File: config.mk
export PLATFORM = sky130hd
export DESIGN_NAME = scsa_ram
export DESIGN_NICKNAME = d
export VERILOG_FILES = /design/src/sv/scsa_ram.sv
export SDC_FILE = /design/constraint.sdc
export NUM_CORES = 1
export LEC_CHECK = 0
export BUFFER_PORTS_ARGS = -buffer_cell sky130_fd_sc_hd__buf_2
export CAP_MARGIN = 40
export CORE_AREA = 5 5 199 201
export CTS_BUF_LIST = sky130_fd_sc_hd__clkbuf_8
export CTS_CLUSTER_SIZE = 10
export DETAILED_ROUTE_END_ITERATION = 12
export DIE_AREA = 0 0 204 206
export GPL_TIMING_DRIVEN = 0
export PLACE_DENSITY = 0.74
export SLEW_MARGIN = 25
export SYNTH_ARGS = -nofsm -noshare
export SYNTH_HDL_FRONTEND = slang
export SYNTH_SLANG_ARGS = --single-unit
File: constraint.sdc
create_clock -name clock -period 3.4 [get_ports clock]
set_input_delay 0.68 -clock clock [delete_from_list [all_inputs] [get_ports clock]]
set_output_delay 0.68 -clock clock [all_outputs]
set_load 0.03 [all_outputs]
File: src/sv/scsa_ram.sv
// ----------------------------------------------------------------------------
// scsa_ram
// Single-port synchronous RAM with registered read.
// ----------------------------------------------------------------------------
module scsa_ram #(
   parameter int WIDTH = 8,
   parameter int DEPTH = 64
) (
   input  logic                     clock,
   input  logic                     we,
   input  logic [$clog2(DEPTH)-1:0] addr,
   input  logic [WIDTH-1:0]         wdata,
   output logic [WIDTH-1:0]         rdata
);
   logic [WIDTH-1:0] mem [DEPTH];
   logic [WIDTH-1:0] rdata_ff;

   always_ff @(posedge clock) begin
      if (we) mem[addr] <= wdata;
      rdata_ff <= mem[addr];
   end

   assign rdata = rdata_ff;
endmodule

---- Yosys cells after proc, flatten, opt, wreduce, memory -nomap -nowiden ----
Memory sizes are Yosys's and may differ from the RTL's. A register that Yosys moved wholly into a read port is not among the register bits.
Index checks and enable logic that the tools add are counted.
word-level totals
  output and inout port bits .............. 8
  register bits after elaboration ......... 0
  memories kept ........................... 1
  bits in writable memories ............... 512
  logic and storage cells ................. 3
memory list
  name  words  bits a word  read ports  clocked after memory_dff  wr ports  RTL line  text
  mem   64     8            1           1                         1         15        logic [WIDTH-1:0] mem [DEPTH];
cells by class
  multiplexer cells ....................... 2
operators by type and width
  kind    number
  $mux 1  2

---- Logic depth before layout (Yosys ltp) ----
Gate-level depths: netlist of the first run.
  depth in word-level cells ............... 2
  depth in mapped cells ................... 10
  gate-level depth less buffers ........... 5

---- Worst setup path before layout of the first run ----
OpenSTA, ideal clock, no wires.
  path type ............................... input-to-reg
  start point ............................. input addr[1]
  end point ............................... memory mem[13][0] (enable)
  stages .................................. 7
  library setup time ...................... 0.370 ns
  path slack .............................. 0.621 ns
  arrival time ............................ 2.408 ns
  path buffers ............................ 4
  cell sequence ........................... buf_6 -> buf_6 -> nor2b_1 -> clkbuf_1 -> clkbuf_1 -> nand3_1 -> nor2_1
RTL lines
  item         RTL line  text
  from (decl)  11        input logic [$clog2(DEPTH)-1:0] addr,
  to (decl)    15
No word-level cell before the write port.

---- Worst setup path in the final report of the first run ----
  start point ............................. input addr[0]
  end point ............................... memory mem[13][2] (enable)
No word-level cell before the write port.

==> results of run 1 <==
cells by family after synthesis:
logic type,Yosys count,synth area share [%]
flops,520,76.0
simple gates,229,5.71
buf+inv,84,1.98
compound gates,222,8.08
mux,116,8.26
final cells by class:
class	instances	area, um2
Tap cell	511	639
Inverter	3	11.3
Timing Repair Buffer	40	330
Buffer	80	393
Multi-Input combinational cell	567	4650
Sequential cell	520	15500
Fill cell	2680	14300
Clock buffer	96	1320
Clock inverter	45	200
per-stage QoR:
stage / area, um2 / utilization (%) / setup slack [ns] / instances
finish: 23100 / 61.7 / -0.175 / 1862
floorplan: 20400 / - / 0.621 / 1171
global route: 23100 / 61.7 / -0.0483 / 1862
detailed placement: 21400 / 57.1 / -1.24 / 1716
CTS: 23000 / 61.5 / -0.176 / 1857
global placement: 21200 / 56.7 / -1.15 / 1704
power by group through the flow:
stage	clock network [W]	logic (W)	registers [W]
after floorplan	0	0.000385	0.00728
after global placement	0	0.000769	0.00725
after detailed placement	0	0.000802	0.00725
after CTS	0.00498	0.000811	0.00711
after global routing	0.00529	0.000862	0.00711
final	0.00495	0.000838	0.00711
worst register-to-register path: stages (launching register included):
cell and delay [ns]:
edfxtp_1 0.38, mux2_1 0.31, mux4_2 0.46, o21ai_1 0.15, o2111ai_1 0.21, or4b_1 0.66
worst max path at each step:
stage | start | to | slack (ns) | cells after the start
after floorplan | addr[1] | mem[13][0] | 0.62 | 7
after global placement | addr[0] | mem[53][4] | -1.15 | 7
after detailed placement | addr[0] | mem[37][4] | -1.24 | 7
after CTS | addr[0] | mem[52][7] | -0.18 | 7
after global routing | addr[0] | mem[37][6] | -0.05 | 7
final | addr[0] | mem[13][2] | -0.17 | 7
registers in the layout, summed over array words and instances (netlist names):
| name | count |
|---|---|
| mem | 512 |
| rdata | 8 |
cell usage after synthesis (3+ instances only):
cell type	count
a31oi_1	15
buf_4	4
and3_1	9
nand3b_1	12
mux2i_1	63
o32ai_1	3
a22oi_1	40
nor3b_1	3
or3b_2	5
mux4_2	41
mux2_2	5
a222oi_1	3
nand2_1	45
a21oi_1	28
buf_6	5
a21o_1	4
o22a_1	11
a211oi_1	6
nand4_1	3
buf_1	6
dfxtp_1	8
edfxtp_1	512
a22o_1	10
nor2_1	82
nor2b_1	8
o22ai_1	22
inv_1	3
nor4_1	3
nand3_1	8
a221o_1	11
o31ai_1	5
or4_1	3
a211o_1	3
nand2b_1	24
buf_2	30
o21ai_0	9
and4_1	6
o2bb2ai_1	7
o221ai_1	9
and2_1	9
mux2_1	7
a32oi_1	7
a221oi_1	21
clkbuf_1	36
routing by layer:
metal	up-vias	track usage [%]	part of all wire (%)
met2	988	40.7	45
li1	5015	-	-
met4	2	12.1	5.0
met1	6126	36.7	37
met5	-	0	0.021
met3	205	8.74	13
==> results.sh, run 1 <==
export IMPL_relSlewSlack_pct=35.8
export IMPL_min_period_ns=3.57
export IMPL_cts_tree="built"
export IMPL_period_share_pct=105
export IMPL_tns_ns=-9.76
export IMPL_insertion_delay_ns=0.64
export IMPL_intPower_w=0.00990
export IMPL_cts_buffer_depth=3
export IMPL_pin_count=24
export IMPL_area_growth_synth_to_final_pct=12.9
export IMPL_hold_buffers=0
export IMPL_grt_pass1_vias=12009
export IMPL_min_path_type="primary input to flop"
export IMPL_hold_depth=1
export IMPL_start_util_pct=54.7
export IMPL_timing_rr_start="mem[2][7]"
export IMPL_post_drt_wl_per_cell_um=30.5
export IMPL_cp_data_arrival_time_ns=3.83
export IMPL_crit_type="primary input to flop"
export IMPL_final_hold_violation_count=0
export IMPL_rsz0062_at_grt="true"
export IMPL_fin_hold_ws_ns=0.472
export IMPL_comb_power_share_pct=6.5
export IMPL_final_cell_mix="edfxtp_1, clkbuf_8, mux2i_1, buf_2, nand2_1"
export IMPL_timing_critical_path_cells="buf_2 -> buf_4 -> nor2b_1 -> clkbuf_2 -> clkbuf_1 -> nand3_2 -> nor2_2"
export IMPL_synthDistinctLibCells=56
export IMPL_clock_sinks=520
export IMPL_cts_setup_buffers=0
export IMPL_synth_edff_count=512
export IMPL_switching_share_pct=23.2
export IMPL_die_h_um=206
export IMPL_yosys_top_cells_area="edfxtp_1, mux4_2, mux2i_1"
export IMPL_r2r_cells=5
export IMPL_setup_viol=100
export IMPL_synth_largest_area_cell="edfxtp_1"
export IMPL_syn_inst=1171
export IMPL_synth_ff_type="edfxtp_1"
export IMPL_clock_power_share_pct=38.4
export IMPL_violations="setup timing"
export IMPL_rows=71
export IMPL_numCtsBuffers=81
export IMPL_critPathCaptureType="flop"
export IMPL_worst_slack_ns=-0.175
export IMPL_p_switching_w=0.00300
export IMPL_antenna_found_initial=1
export IMPL_worst_pin_slew_ns=0.963
export IMPL_synth_area_um2=20400
export IMPL_worstHoldStart="wdata[6]"
export IMPL_total_leakage_power_nw=7.52
export IMPL_slowest_delay_ns=0.64
export IMPL_drt_iter0_markers=1892
export IMPL_final_common_cell="edfxtp_1"
export IMPL_portBuffers=22
export IMPL_crit_slowest_cell="nor2b_1"
export IMPL_required_ns=3.65
export IMPL_synth_net_count=1187
export IMPL_min_delay_worst_endpoint="mem[56][6]"
export IMPL_yosys_warnings=0
export IMPL_htreeDepth=3
export IMPL_drc_errors=0
export IMPL_grt_pass1_wl_um=81400
export IMPL_r2r_end="rdata[7]"
export IMPL_outcome="complete, but fails checks"
export IMPL_synth_seq_cells=520
export IMPL_dp_hpwl_um=37000
export IMPL_vias=12336
export IMPL_path_delay_family="simple AND/OR/NAND/NOR gates"
export IMPL_grt_usage_pct=27.1
export IMPL_slew_violations=0
export IMPL_sequentialPowerShare_pct=55.1
export IMPL_reg2reg_slack_ns=1.10
export IMPL_drv_cap=0
export IMPL_antenna_cells=0
export IMPL_vias_per_cell=6.63
export IMPL_total_power_w=0.0129
export IMPL_grt_max_degree=65
export IMPL_core_area_um2=37400
export IMPL_ctsResizeCount=42
export IMPL_path_buf_inv=4
export IMPL_die_w_um=204
export IMPL_ant_nets=0
export IMPL_place_congestion=1.01
export IMPL_critPathMaxFanout=10
export IMPL_cp_start_kind="primary input"
export IMPL_grt_overflow=0
export IMPL_routed_wl_um=56900
export IMPL_powerDensity_nw_per_um2=559
export IMPL_fin_nets=1309
export IMPL_ys_seq_area_share_pct=76.0
export IMPL_vdd_drop_max_v=0.000308
export IMPL_clkSlewWorstSetupHoldPaths_ns=0.07
export IMPL_die_area_um2=42000
export IMPL_fmax_mhz=280
export IMPL_async_reset_ff_share_pct=0
export IMPL_synth_top_area_share_pct=75.2
export IMPL_layout_drive_gt1_share_pct=21.5
export IMPL_avgSynthCellArea_um2=17.5
export IMPL_first_pass_iters=6
export IMPL_skew_ns=0.0147
export IMPL_clock_root_buffer="clkbuf_8"
(Power assumes the default switching activity.)
==> run 2, diff against run 1 <==
--- a/config.mk
+++ b/config.mk
@@ -12,8 +12,7 @@
 export CTS_CLUSTER_SIZE = 10
 export DETAILED_ROUTE_END_ITERATION = 12
 export DIE_AREA = 0 0 204 206
-export GPL_TIMING_DRIVEN = 0
-export PLACE_DENSITY = 0.74
+export PLACE_DENSITY = 0.66
 export SLEW_MARGIN = 25
 export SYNTH_ARGS = -nofsm -noshare
 export SYNTH_HDL_FRONTEND = slang
==> run 2 against run 1 <==
The flow now finishes without violations. First-iteration DRC count fell by 21%. Clock skew rose by 0.018 ns. Maximum frequency rose by 35%. Global-route usage fell by 1.4 points. Critical endpoint is now rdata[6]. Largest cell class unchanged. Highest routed layer is now met4.
==> results.sh, run 2 (same netlist as run 1, synthesis figures left out) <==
export IMPL_outcome="finished clean"
export IMPL_final_cells=1905
export IMPL_rows=71
export IMPL_vias=11911
export IMPL_p_switching_w=0.00289
export IMPL_skew_ns=0.0324
export IMPL_fin_hold_ws_ns=0.523
export IMPL_rsz0062_at_grt="false"
export IMPL_clock_sinks=520
export IMPL_core_area_um2=37400
export IMPL_worst_pin_slew_ns=0.858
export IMPL_antenna_cells=0
export IMPL_numCtsBuffers=82
export IMPL_ctsResizeCount=0
export IMPL_min_path_type="primary input to flop"
export IMPL_intPower_w=0.00985
export IMPL_sequentialPowerShare_pct=55.8
export IMPL_min_period_ns=2.65
export IMPL_place_congestion=0.912
export IMPL_cts_setup_buffers=0
export IMPL_fin_nets=1351
export IMPL_critPathCaptureType="flop"
export IMPL_area_growth_synth_to_final_pct=14.6
export IMPL_fmax_mhz=378
export IMPL_drt_iter0_markers=1498
export IMPL_post_place_cells=1762
export IMPL_drc_errors=0
export IMPL_r2r_end="rdata[7]"
export IMPL_first_pass_iters=6
export IMPL_clkSlewWorstSetupHoldPaths_ns=0.07
export IMPL_final_hold_violation_count=0
export IMPL_cts_tree="built"
export IMPL_total_leakage_power_nw=7.89
export IMPL_routed_wl_um=53300
export IMPL_grt_overflow=0
export IMPL_clock_power_share_pct=37.9
export IMPL_required_ns=3.90
export IMPL_grt_pass1_vias=11858
export IMPL_timing_rr_start="mem[6][7]"
export IMPL_clock_root_buffer="clkbuf_8"
export IMPL_layout_drive_gt1_share_pct=22.3
export IMPL_grt_usage_pct=25.7
export IMPL_setup_viol=0
export IMPL_cp_data_arrival_time_ns=3.15
export IMPL_ant_nets=0
export IMPL_portBuffers=23
export IMPL_insertion_delay_ns=0.63
export IMPL_final_cell_mix="edfxtp_1, buf_4, clkbuf_8, nor2_1, mux2i_1"
export IMPL_startpoint="addr[2]"
export IMPL_regMostFlops="mem"
export IMPL_die_area_um2=42000
export IMPL_grt_max_degree=65
export IMPL_die_w_um=204
export IMPL_antenna_found_initial=0
export IMPL_comb_power_share_pct=6.3
export IMPL_powerDensity_nw_per_um2=544
export IMPL_cts_buffer_depth=3
export IMPL_period_share_pct=77.8
export IMPL_crit_end="rdata[6]"
export IMPL_start_util_pct=54.7
export IMPL_switching_share_pct=22.7
export IMPL_post_drt_wl_per_cell_um=28.0
export IMPL_hold_buffers=0
export IMPL_r2r_cells=5
export IMPL_relSlewSlack_pct=42.8
export IMPL_vdd_drop_max_v=0.000363
export IMPL_die_h_um=206
export IMPL_largest_reg_flops=512
export IMPL_grt_pass1_wl_um=78300
export IMPL_final_common_cell="edfxtp_1"
export IMPL_dp_hpwl_um=34100
export IMPL_slew_violations=0
export IMPL_critPathMaxFanout=46
export IMPL_cp_start_kind="primary input"
export IMPL_htreeDepth=3
export IMPL_drv_cap=0
export IMPL_reg2reg_slack_ns=1.18
export IMPL_pin_count=24
export IMPL_vias_per_cell=6.25
export IMPL_crit_type="primary input to flop"
export IMPL_tns_ns=0
## run 2: cell count changes in the layout (fill, tap and decap cells not counted), moves of 6 or more
cell	delta
buf_2	-28
buf_6	-6
nor2_2	-40
clkinv_1	+14
nor2_1	+43
clkbuf_1	-33
buf_12	+6
clkbuf_8	-13
buf_1	-6
buf_4	+113
## run 2: power groups by stage
stage | sequential [W] | combinational [W] | clock [W]
2_1_floorplan | 0.00728 | 0.000385 | 0
3_3_place_gp | 0.00725 | 0.000775 | 0
3_5_place_dp | 0.00725 | 0.000789 | 0
4_1_cts | 0.00712 | 0.000791 | 0.00490
5_1_grt | 0.00711 | 0.000841 | 0.00524
6_report | 0.00712 | 0.000800 | 0.00483
## run 2: per-stage QoR
step	cell area [um2]	total power (W)	util, %	setup WS [ns]
after global placement	21900	0.00803	58.6	0.249
after global routing	23400	0.0132	62.6	0.731
after CTS	23400	0.0128	62.6	0.874
final	23400	0.0127	62.6	0.755
after floorplan	20400	0.00766	-	0.621
after detailed placement	22000	0.00804	58.7	0.195
## run 2: how the worst min path moves through the flow
stage | start | end | slack [ns] | cells after the start
5_1_grt | wdata[6] | mem[57][6] | 0.51 | 1
2_1_floorplan | mem[3][0] | rdata[0] | 0.56 | 3
3_5_place_dp | mem[3][2] | rdata[2] | 0.69 | 3
6_report | wdata[6] | mem[60][6] | 0.52 | 1
3_3_place_gp | mem[3][4] | rdata[4] | 0.70 | 3
4_1_cts | wdata[6] | mem[60][6] | 0.49 | 1
## run 2: critical path: stages
cell	delay (ns)
buf_6	0.38
buf_12	0.25
buf_4	0.21
mux2i_1	0.24
o22ai_1	0.10
o31ai_1	0.53
o221ai_1	0.24
or4_1	0.46
## run 2: layer usage
layer | routed length [um] | GRT usage, % | up-vias
met5 | 0 | 0 | -
met4 | 1400 | 8.06 | 0
met3 | 5810 | 6.84 | 91
met2 | 25300 | 40.7 | 677
met1 | 20800 | 35.4 | 6050
li1 | - | - | 5093
## run 2: area by class of cell
class / count / area (um2)
clock buffers: 83 / 1140
flip-flops and latches: 520 / 15500
repair buffers: 161 / 1260
well taps: 511 / 639
inverters: 3 / 11.3
multi-input cells: 567 / 4510
fillers: 2693 / 14000
clock inverters: 60 / 320
